File: src/design/wss_pkg.sv
// ----------------------------------------------------------------------------
// wss_pkg
// Shared types and constants of the wildcard signature scanner.
// ----------------------------------------------------------------------------
`default_nettype none

package wss_pkg;

  // signature and offset sizing
  localparam int MAX_PATTERN   = 40;
  localparam int OFFSET_BITS   = 32;
  localparam int WIN_DEPTH     = MAX_PATTERN - 1;
  localparam int LEN_BITS      = 6;
  localparam int PAT_WORDS     = 5;
  localparam int PAT_BITS      = 64 * PAT_WORDS;
  localparam int CARE_BITS     = 40;
  localparam int ADDR_BITS     = 64;
  localparam int CFG_IDX_BITS  = 3;
  localparam int CFG_DATA_BITS = 64;

  // configuration register indexes
  typedef enum logic [CFG_IDX_BITS-1:0] {
    CFG_PATTERN_0 = 3'd0,
    CFG_PATTERN_1 = 3'd1,
    CFG_PATTERN_2 = 3'd2,
    CFG_PATTERN_3 = 3'd3,
    CFG_PATTERN_4 = 3'd4,
    CFG_CARE_MASK = 3'd5,
    CFG_LENGTH    = 3'd6,
    CFG_BASE      = 3'd7
  } cfg_idx_t;

  // match outcome, also used as the saturating match count
  typedef enum logic [1:0] {
    ST_NONE   = 2'd0,
    ST_UNIQUE = 2'd1,
    ST_AMBIG  = 2'd2
  } status_t;

  // input request
  typedef struct packed {
    logic [7:0] image_byte;
    logic       last_byte;
  } in_item_t;

  // result request
  typedef struct packed {
    logic [1:0]           match_status;
    logic [ADDR_BITS-1:0] match_address;
  } out_item_t;

  // compare stage handed to the tally stage
  typedef struct packed {
    logic                   valid;
    logic                   last;
    logic                   hit;
    logic [OFFSET_BITS-1:0] cand_off;
  } scan_stage_t;

  // aligned signature seen by the window cells
  typedef struct packed {
    logic [MAX_PATTERN*8-1:0] sig;
    logic [MAX_PATTERN-1:0]   care;
    logic                     len_ok;
    logic [LEN_BITS-1:0]      len;
  } align_t;

endpackage

`default_nettype wire

File: src/design/wss_cell.sv
// ----------------------------------------------------------------------------
// wss_cell
// One window byte: shifts to its neighbor and compares against its signature
// byte.
// ----------------------------------------------------------------------------
`default_nettype none

module wss_cell
  import wss_pkg::*;
(
  input  wire logic       clk,
  input  wire logic       rst_n,
  input  wire logic       shift_en,
  input  wire logic       clear,
  input  wire logic [7:0] byte_in,
  input  wire logic [7:0] sig_byte,
  input  wire logic       care,
  output logic      [7:0] byte_out,
  output logic            ok
);

  logic [7:0] byte_r;
  logic [7:0] byte_nxt;

  // shift in the younger byte, wipe at end of image
  always_comb begin
    byte_nxt = byte_r;
    if (shift_en) begin
      byte_nxt = clear ? 8'd0 : byte_in;
    end
  end

  always_ff @(posedge clk) begin
    if (!rst_n) begin
      byte_r <= 8'd0;
    end else begin
      byte_r <= byte_nxt;
    end
  end

  assign byte_out = byte_r;

  // wildcard positions always agree
  assign ok = !care || (byte_r == sig_byte);

endmodule

`default_nettype wire

File: src/design/wss_regs.sv
// ----------------------------------------------------------------------------
// wss_regs
// Configuration registers and the signature aligned to window distance.
// ----------------------------------------------------------------------------
`default_nettype none

module wss_regs
  import wss_pkg::*;
(
  input  wire logic                     clk,
  input  wire logic                     rst_n,
  input  wire logic                     cfg_wr_en,
  input  wire logic [CFG_IDX_BITS-1:0]  cfg_index,
  input  wire logic [CFG_DATA_BITS-1:0] cfg_wdata,
  output align_t                        align,
  output logic      [ADDR_BITS-1:0]     image_base
);

  logic [63:0]          pat_r [PAT_WORDS];
  logic [63:0]          pat_nxt [PAT_WORDS];
  logic [CARE_BITS-1:0] care_r, care_nxt;
  logic [LEN_BITS-1:0]  len_r, len_nxt;
  logic [ADDR_BITS-1:0] base_r, base_nxt;

  logic [PAT_BITS-1:0]      pat_flat;
  logic [MAX_PATTERN*8-1:0] sig_rev;
  logic [MAX_PATTERN-1:0]   care_rev;
  logic [LEN_BITS-1:0]      shamt;

  // register write decode
  always_comb begin
    pat_nxt  = pat_r;
    care_nxt = care_r;
    len_nxt  = len_r;
    base_nxt = base_r;
    if (cfg_wr_en) begin
      unique case (cfg_idx_t'(cfg_index))
        CFG_PATTERN_0: pat_nxt[0] = cfg_wdata;
        CFG_PATTERN_1: pat_nxt[1] = cfg_wdata;
        CFG_PATTERN_2: pat_nxt[2] = cfg_wdata;
        CFG_PATTERN_3: pat_nxt[3] = cfg_wdata;
        CFG_PATTERN_4: pat_nxt[4] = cfg_wdata;
        CFG_CARE_MASK: care_nxt   = cfg_wdata[CARE_BITS-1:0];
        CFG_LENGTH:    len_nxt    = cfg_wdata[LEN_BITS-1:0];
        CFG_BASE:      base_nxt   = cfg_wdata;
        default:       base_nxt   = base_r;
      endcase
    end
  end

  always_ff @(posedge clk) begin
    if (!rst_n) begin
      for (int w = 0; w < PAT_WORDS; w++) begin
        pat_r[w] <= 64'd0;
      end
      care_r <= '0;
      len_r  <= '0;
      base_r <= '0;
    end else begin
      pat_r  <= pat_nxt;
      care_r <= care_nxt;
      len_r  <= len_nxt;
      base_r <= base_nxt;
    end
  end

  // reverse the signature so that distance d lines up with byte len-1-d
  always_comb begin
    for (int w = 0; w < PAT_WORDS; w++) begin
      pat_flat[w*64 +: 64] = pat_r[w];
    end
    for (int i = 0; i < MAX_PATTERN; i++) begin
      sig_rev[i*8 +: 8] = pat_flat[(MAX_PATTERN-1-i)*8 +: 8];
      care_rev[i]       = care_r[MAX_PATTERN-1-i];
    end
  end

  assign align.len_ok = (len_r != '0) && (len_r <= LEN_BITS'(MAX_PATTERN));
  assign shamt        = LEN_BITS'(MAX_PATTERN) - len_r;
  assign align.sig    = sig_rev >> {shamt, 3'b000};
  assign align.care   = care_rev >> shamt;
  assign align.len    = len_r;
  assign image_base   = base_r;

endmodule

`default_nettype wire

File: src/design/wss_tally.sv
// ----------------------------------------------------------------------------
// wss_tally
// Match count, first offset and the registered result.
// ----------------------------------------------------------------------------
`default_nettype none

module wss_tally
  import wss_pkg::*;
(
  input  wire logic                 clk,
  input  wire logic                 rst_n,
  input  scan_stage_t               stage,
  input  wire logic [ADDR_BITS-1:0] image_base,
  output logic                      advance,
  output logic                      out_valid,
  input  wire logic                 out_stall,
  output out_item_t                 out_payload
);

  status_t                tally_r, tally_nxt, tally_upd;
  logic [OFFSET_BITS-1:0] first_r, first_nxt, off_sel;
  logic                   out_valid_r, out_valid_nxt;
  out_item_t              out_r, out_nxt;
  logic                   out_free;

  assign out_free = !out_valid_r || !out_stall;
  // only the image's last request needs the output register
  assign advance  = stage.valid && (!stage.last || out_free);

  // saturating count
  always_comb begin
    tally_upd = tally_r;
    if (stage.hit) begin
      case (tally_r)
        ST_NONE:   tally_upd = ST_UNIQUE;
        ST_UNIQUE: tally_upd = ST_AMBIG;
        default:   tally_upd = ST_AMBIG;
      endcase
    end
  end

  assign off_sel = (tally_r == ST_NONE && stage.hit) ? stage.cand_off : first_r;

  // scan state and result
  always_comb begin
    tally_nxt     = tally_r;
    first_nxt     = first_r;
    out_nxt       = out_r;
    out_valid_nxt = out_stall ? out_valid_r : 1'b0;
    if (advance) begin
      tally_nxt = tally_upd;
      first_nxt = off_sel;
      if (stage.last) begin
        tally_nxt             = ST_NONE;
        first_nxt             = '0;
        out_valid_nxt         = 1'b1;
        out_nxt.match_status  = tally_upd;
        out_nxt.match_address = (tally_upd == ST_UNIQUE) ?
                                image_base + ADDR_BITS'(off_sel) : '0;
      end
    end
  end

  always_ff @(posedge clk) begin
    if (!rst_n) begin
      tally_r     <= ST_NONE;
      first_r     <= '0;
      out_valid_r <= 1'b0;
    end else begin
      tally_r     <= tally_nxt;
      first_r     <= first_nxt;
      out_valid_r <= out_valid_nxt;
    end
  end

  always_ff @(posedge clk) begin
    out_r <= out_nxt;
  end

  assign out_valid   = out_valid_r;
  assign out_payload = out_r;

endmodule

`default_nettype wire

File: src/design/wildcard_signature_scanner_core.sv
// ----------------------------------------------------------------------------
// wildcard_signature_scanner_core
// Streams image bytes through a row of window cells and reports whether a
// wildcard signature occurs none, once (with its address) or more times.
// ----------------------------------------------------------------------------
//  channel   direction  handshake          payload
//  in_       input      in_valid/in_stall  image_byte, last_byte
//  out_      output     out_valid/out_stall match_status, match_address
//  cfg_      input      cfg_wr_en          cfg_index, cfg_wdata
//
//  one byte per cycle while in_stall is low: the cell row compares every window
//  position at once and shifts on each accepted request; the result of a last
//  byte is registered in the compare stage, then in the tally and output
//  register. rst_n is synchronous and clears all scan state; no clearing
//  pass. in_stall rises only while a last byte waits behind a stalled result.
// ----------------------------------------------------------------------------
`default_nettype none

module wildcard_signature_scanner_core
  import wss_pkg::*;
(
  input  wire logic                     clk,
  input  wire logic                     rst_n,
  input  wire logic                     in_valid,
  output logic                          in_stall,
  input  in_item_t                      in_payload,
  output logic                          out_valid,
  input  wire logic                     out_stall,
  output out_item_t                     out_payload,
  input  wire logic                     cfg_wr_en,
  input  wire logic [CFG_IDX_BITS-1:0]  cfg_index,
  input  wire logic [CFG_DATA_BITS-1:0] cfg_wdata
);

  align_t                 align;
  logic [ADDR_BITS-1:0]   image_base;
  logic                   accept;
  logic                   advance;
  logic [7:0]             win [WIN_DEPTH];
  logic [MAX_PATTERN-1:0] ok;
  logic                   hit;
  logic [OFFSET_BITS-1:0] cnt_r, cnt_nxt, n_inc;
  scan_stage_t            stage_r, stage_nxt;

  wss_regs u_regs (
    .clk        (clk),
    .rst_n      (rst_n),
    .cfg_wr_en  (cfg_wr_en),
    .cfg_index  (cfg_index),
    .cfg_wdata  (cfg_wdata),
    .align      (align),
    .image_base (image_base)
  );

  assign in_stall = stage_r.valid && !advance;
  assign accept   = in_valid && !in_stall;

  // current byte is distance zero
  assign ok[0] = !align.care[0] || (in_payload.image_byte == align.sig[7:0]);

  // window cell row, cell d holds the byte d+1 requests back
  for (genvar d = 0; d < WIN_DEPTH; d++) begin : g_cell
    logic [7:0] byte_in;
    if (d == 0) begin : g_head
      assign byte_in = in_payload.image_byte;
    end else begin : g_body
      assign byte_in = win[d-1];
    end
    wss_cell u_cell (
      .clk      (clk),
      .rst_n    (rst_n),
      .shift_en (accept),
      .clear    (in_payload.last_byte),
      .byte_in  (byte_in),
      .sig_byte (align.sig[(d+1)*8 +: 8]),
      .care     (align.care[d+1]),
      .byte_out (win[d]),
      .ok       (ok[d+1])
    );
  end

  // saturating byte count
  assign n_inc = (cnt_r == '1) ? cnt_r : cnt_r + 1'b1;
  assign hit   = align.len_ok && (n_inc >= OFFSET_BITS'(align.len)) && (&ok);

  always_comb begin
    cnt_nxt   = cnt_r;
    stage_nxt = stage_r;
    if (advance) begin
      stage_nxt.valid = 1'b0;
    end
    if (accept) begin
      cnt_nxt            = in_payload.last_byte ? '0 : n_inc;
      stage_nxt.valid    = 1'b1;
      stage_nxt.last     = in_payload.last_byte;
      stage_nxt.hit      = hit;
      stage_nxt.cand_off = n_inc - OFFSET_BITS'(align.len);
    end
  end

  always_ff @(posedge clk) begin
    if (!rst_n) begin
      cnt_r   <= '0;
      stage_r <= '0;
    end else begin
      cnt_r   <= cnt_nxt;
      stage_r <= stage_nxt;
    end
  end

  wss_tally u_tally (
    .clk         (clk),
    .rst_n       (rst_n),
    .stage       (stage_r),
    .image_base  (image_base),
    .advance     (advance),
    .out_valid   (out_valid),
    .out_stall   (out_stall),
    .out_payload (out_payload)
  );

endmodule

`default_nettype wire

File: config.mk
export PLATFORM = sky130hd
export DESIGN_NAME = wildcard_signature_scanner_core
export DESIGN_NICKNAME = d
export VERILOG_FILES = /design/src/design/wss_pkg.sv /design/src/design/wss_cell.sv /design/src/design/wss_regs.sv /design/src/design/wss_tally.sv /design/src/design/wildcard_signature_scanner_core.sv
export SDC_FILE = /design/constraint.sdc
export NUM_CORES = 2
export LEC_CHECK = 0
export BUFFER_PORTS_ARGS = -buffer_cell sky130_fd_sc_hd__buf_2
export CAP_MARGIN = 15
export CORE_ASPECT_RATIO = 1.25
export CORE_MARGIN = 5
export CORE_UTILIZATION = 35
export CTS_BUF_LIST = sky130_fd_sc_hd__clkbuf_2 sky130_fd_sc_hd__clkbuf_4 sky130_fd_sc_hd__clkbuf_8
export DETAILED_ROUTE_END_ITERATION = 10
export GPL_TIMING_DRIVEN = 1
export PLACE_DENSITY = 0.61
export SYNTH_ARGS = -nofsm -noshare
export SYNTH_HDL_FRONTEND = slang
export SYNTH_SLANG_ARGS = --single-unit
File: constraint.sdc
create_clock -name clk -period 15.1 [get_ports clk]
set_input_delay 3.02 -clock clk [delete_from_list [all_inputs] [get_ports clk]]
set_output_delay 3.02 -clock clk [all_outputs]
set_load 0.005 [all_outputs]
# Yosys cells after proc, flatten, opt, wreduce, memory -nomap -nowiden
# Index checks and enable logic that the tools add are counted.
# totals
regBits	910
input_bits	81
output_inout_bits	68
# op_classes
add_sub_neg	4
order_cmp	2
n_eq_ne	49
shifts	2
mux	51
reduce_logical	108
# ops
cell	n
$eq 8x8->1	40
$shr 320x9->320	1
$mux 8	39
$mux 32	4
$add 64x32->64	1
$logic_not 1->1	45
$logic_or 1x1->1	42
$reduce_and 40->1	1
$shr 40x6->40	1
$mux 35	1
$add 32x1->32 const B	1
$eq 32x32->1 const B	1
$ge 32x6->1	1
$sub 32x6->32	1
$reduce_and 2->1	9
$eq 3x3->1 const B	4
$logic_and 1x1->1	7
$eq 3x2->1 const B	2
$le 6x6->1 const B	1
$mux 2	3
$reduce_bool 6->1	1
$sub 6x6->6 const A	1
$mux 1	4
$eq 3x1->1 const B	1
other kinds (4)	4

# Logic depth before layout (Yosys ltp)
# logic_depth
word_depth	9
ltp_mapped	25
ltp_nobuf	20

# Hierarchy
# A second synthesis with hierarchy kept.
# hier_totals
hier_cells	7442
area_unflattened_um2	65097.4
# modules_own_cells
module	instances	cells_each	area_per_inst_um2	seq_area_each_um2
wss_regs	1	4355	35170.0	8608.3
wss_cell	39	46	481.7	160.2
wss_tally	1	658	6376.1	2682.6
wildcard_signature_scanner_core	1	635	4764.6	1341.3

# Worst setup path after synthesis
# OpenSTA, ideal clock, no wires.
# synth_timing
kind	input-to-output
startpoint	input port out_stall
endpoint	output port in_stall
arrival_ns	3.221
required_ns	12.080
path_slack_ns	8.859
path_stages	2
path_buffers	0
path_cell_list	nand4_1 -> inv_1
# synth_between
elab_chain_cells	6
# synth_rtl
item	line_no	source
from (decl)	wildcard_signature_scanner_core.sv:28	input wire logic out_stall,
$logic_not 1->1	wss_tally.sv:26	assign out_free = !out_valid_r || !out_stall;
$logic_or 1x1->1	wss_tally.sv:26	
$logic_or 1x1->1	wss_tally.sv:28	assign advance = stage.valid && (!stage.last || out_free);
$logic_and 1x1->1	wss_tally.sv:28	
$logic_not 1->1	wildcard_signature_scanner_core.sv:55	assign in_stall = stage_r.valid && !advance;
$logic_and 1x1->1	wildcard_signature_scanner_core.sv:55	
to (decl)	wildcard_signature_scanner_core.sv:25	output logic in_stall,
# Every way passes these cells.

# Worst setup path after layout
# layout_timing
startpoint	register u_regs.len_r[0]
endpoint	register stage_r[32] (netlist bit)
# layout_between
elab_chain_cells	6
word_cells_on_any_way	130
classes_between	add/sub: 1; order compare: 2; eq/ne: 40; shift: 2; reduce/logical: 85
# layout_rtl
item	line_no	source
from (decl)	wss_regs.sv:22	logic [LEN_BITS-1:0] len_r, len_nxt;
from (signal assigned)	wss_regs.sv:62	len_r <= len_nxt;
$sub 6x6->6	wss_regs.sv:79	assign shamt = LEN_BITS'(MAX_PATTERN) - len_r;
$shr 320x9->320 or $shr 40x6->40 (tied branches)	wss_regs.sv:80, wss_regs.sv:81	
$eq 8x8->1 (tied with other cells)	wildcard_signature_scanner_core.sv:59	assign ok[0] = !align.care[0] || (in_payload.image_byte == align.sig[7:0]);
$logic_or 1x1->1, on equally long branches	wildcard_signature_scanner_core.sv:59, wss_cell.sv:44	
$reduce_and 40->1	wildcard_signature_scanner_core.sv:84	assign hit = align.len_ok && (n_inc >= OFFSET_BITS'(align.len)) && (&ok);
$logic_and 1x1->1 (*)	wildcard_signature_scanner_core.sv:84	
to (signal assigned)	wildcard_signature_scanner_core.sv:107	stage_r <= stage_nxt;
to (decl)	wildcard_signature_scanner_core.sv:43	scan_stage_t stage_r, stage_nxt;
# Mark *: on every way between the ends. The rest lies on a longest branch, timed or not.
# A chain may end at the register's enable or synchronous reset.

==> impl_metrics.toml <==
[run_status]
status = "finished, violations left"
violations = "slew limit"

[synthesis]
synth-edff-count = 66
yosys_most_used_dff = "dfxtp_1"
netlist_area_sq_mm = 0.0631
yosys.area.top_type = "dfxtp_1"
ys_seq_area_share_pct = 29.9
synth_area_leaders = "dfxtp_1, nand2_1, mux4_2"
syn_nets = 7776
post_synth.cell_area_avg_sq_um = 8.24
syn_inst = 7653
synth-seq-cells = 910
yosys_warnings = 0
synthArstFlopShare_pct = 0
ys_types = 95
netlist.area_leader.share_pct = 26.8

[timing]
fin_skew_ns = 0.0322
max_slew.worst_pin.slew_ns = 1.57
tns_ns = 0
fmax_mhz = 126
hold_viol = 0
period_minus_slack_ns = 7.91
fin_crit_sh_pct = 52.4
grt_setup_unrepaired = "false"
max-slew-margin-rel_pct = -4.75
slew_viol_final = 1
final-setup-viol-count = 0

[final_layout]
layout_common_cells = "nand2_1, dfxtp_1, a21boi_0"
nNetsFinal = 7575
nFillCells = 18400
drive_above_1_share_pct = 13.5
fin_area_sq_mm = 0.0691
area_growth_pct = 9.62
final_common_cell = "nand2_1"

[place]
gp_congestion = 1.12
dp_hpwl_mm = 261
port_buffers = 148
dpl_cell_area_sq_mm = 0.0653

[floorplanning]
row_count = 174
ios = 149
initial_core_util_pct = 35.1
core_sq_mm = 0.180
die_y_um = 485
die_x_um = 390
die_area_sq_mm = 0.189

[grt]
grt_max_degree = 178
antenna_found_initial = 27
grt_pass1_vias = 57500
grt_first_pass_wirelength_mm = 471
grt_use_total_pct = 35.1
grt_overflow = 0

[hold_path]
hold_depth = 2
whs_endpoint = "u_regs.image_base[29]"
hp-class = "reg2reg"
holdCritStartpoint = "u_regs.image_base[29]"

[cts]
cts_num_sinks = 910
cts_tree = "yes"
root_buffer = "clkbuf_8"
h-tree-depth = 4
hold_buffers = 0
clk_pin_slew_ns = 0.07
numCtsBuffers = 160
clk_path_buf_depth = 3
cts_setup_buffers = 0
clk_latency_ns = 0.96
post_cts_resized = 0

[worst_setup_path]
crit_fanout = 136
r2r_start = "u_regs.len_r[0]"
crit_type = "reg2reg"
crit_start = "u_regs.len_r[0]"
r2r_end = "stage_r[32]"
reg2regPathDepth = 15
crit_path_start_kind = "flip-flop"
cp.required_ns = 15.95
ff2ff_setup_slack_ns = 7.19
cp-end-kind = "flip-flop"
crit_arrival_ns = 8.76

[routing]
drt_iter0_markers = 8198
drc = 0
ant_nets = 0
via_per_inst = 6.28
wire_per_inst_um = 34.6
routed_wl_mm = 345
drt_first_pass_iters = 7
vias = 62600

[run]
maxCapViolations = 0

[power]
ir_worst_vdd_mv = 0.0918
power_leakage_nw = 22.8
power_w = 0.00597
pwr_density_cell_mw_per_mm2 = 86.3
## per-stage QoR
stage               utilization, %  instances  setup WS (ns)  hold WS (ns)
finish                        38.5       9969           7.19         0.474
global route                  38.5       9961           7.26         0.494
CTS                           38.4       9950           7.32         0.470
detailed placement            36.4       9659           7.36         0.462
global placement              36.4       9654           6.65         0.456
floorplan                        -       7653           8.86         0.437
## worst max path at each step
stage	endpoint	slack (ns)
global route	stage_r[32]	7.26
detailed placement	stage_r[32]	7.36
finish	stage_r[32]	7.19
floorplan	in_stall	8.86
global placement	stage_r[32]	6.65
CTS	stage_r[32]	7.32
## synthesized netlist by cell type (33+ instances only)
| cell type | instances |
|---|---|
| edfxtp_1 | 66 |
| ha_1 | 40 |
| and3_1 | 41 |
| nor2b_1 | 85 |
| a211oi_1 | 54 |
| mux2_2 | 83 |
| a22oi_1 | 66 |
| buf_2 | 121 |
| nor3_1 | 86 |
| nand4_1 | 60 |
| nand3b_1 | 315 |
| mux4_2 | 272 |
| a21oi_1 | 267 |
| xnor2_1 | 201 |
| a21boi_0 | 742 |
| buf_1 | 51 |
| dfxtp_1 | 844 |
| mux2i_1 | 287 |
| nor2_1 | 327 |
| and2_1 | 63 |
| inv_1 | 62 |
| nand2_1 | 1823 |
| a31oi_1 | 84 |
| o22ai_1 | 101 |
| a221oi_1 | 33 |
| clkbuf_1 | 432 |
| nand3_1 | 113 |
| xor2_1 | 138 |
| o21ai_0 | 227 |
## metal layers
| metal | GRT usage (%) | part of all wire (%) |
|---|---|---|
| met5 | 0 | 0.011 |
| met1 | 44.0 | 39 |
| met3 | 7.64 | 8.5 |
| met4 | 28.5 | 10 |
| met2 | 51.7 | 42 |
## area by class of cell
class | count | area, sq um | share of cell area [%]
diodes | 12 | 30.0 | 0.0434
well taps | 2376 | 2970 | 4.30
multi-input cells | 6017 | 41300 | 59.8
flip-flops and latches | 910 | 18900 | 27.3
repair buffers | 300 | 1990 | 2.88
clock buffers | 243 | 3100 | 4.48
inverters | 63 | 236 | 0.342
clock inverters | 48 | 594 | 0.860
## flip-flops by register name, summed over array words and instances, names as in the netlist, 6 cells and up
register                flops
u_regs.len_r                6
g_cell.u_cell.byte_out    312
u_tally.out_payload        66
u_regs.care_r              40
u_regs.image_base          64
cnt_r                      32
stage_r                    35
u_tally.first_r            32
u_regs.pat_flat           320
## worst max-delay path: stages (launching register included)
cell      delay [ns]
dfxtp_4         0.87
inv_2           0.33
ha_4            0.37
buf_12          0.50
buf_4           0.79
mux2i_1         0.52
o21a_1          0.68
o22ai_1         0.56
a221oi_1        0.87
xnor2_1         0.13
nor4b_1         0.67
a31oi_1         0.22
nor4_1          0.27
and4_1          0.27
nand4_1         0.15
o31ai_2         0.28
## power breakdown
group          internal, W  total, W  switching, W
clock network      0.00148   0.00269       0.00120
registers          0.00246   0.00251     0.0000490
logic             0.000223  0.000775      0.000552
## logic make-up (layout without fill, tap and decap cells)
| group | count (synthesis) | after routing | synth area share [%] |
|---|---|---|---|
| AO/OA/AOI/OAI | 1911 | 1911 | 21.1 |
| flip-flops | 910 | 910 | 29.9 |
| other | 0 | 12 | 0 |
| buffers and inverters | 726 | 654 | 5.06 |
| AND/OR/NAND/NOR | 3083 | 3083 | 22.6 |
| adder cells (fa/ha/maj) | 42 | 42 | 0.857 |
| multiplexers | 642 | 642 | 15.7 |
| XOR/XNOR | 339 | 339 | 4.71 |
Power figures use the tool's default switching activity.
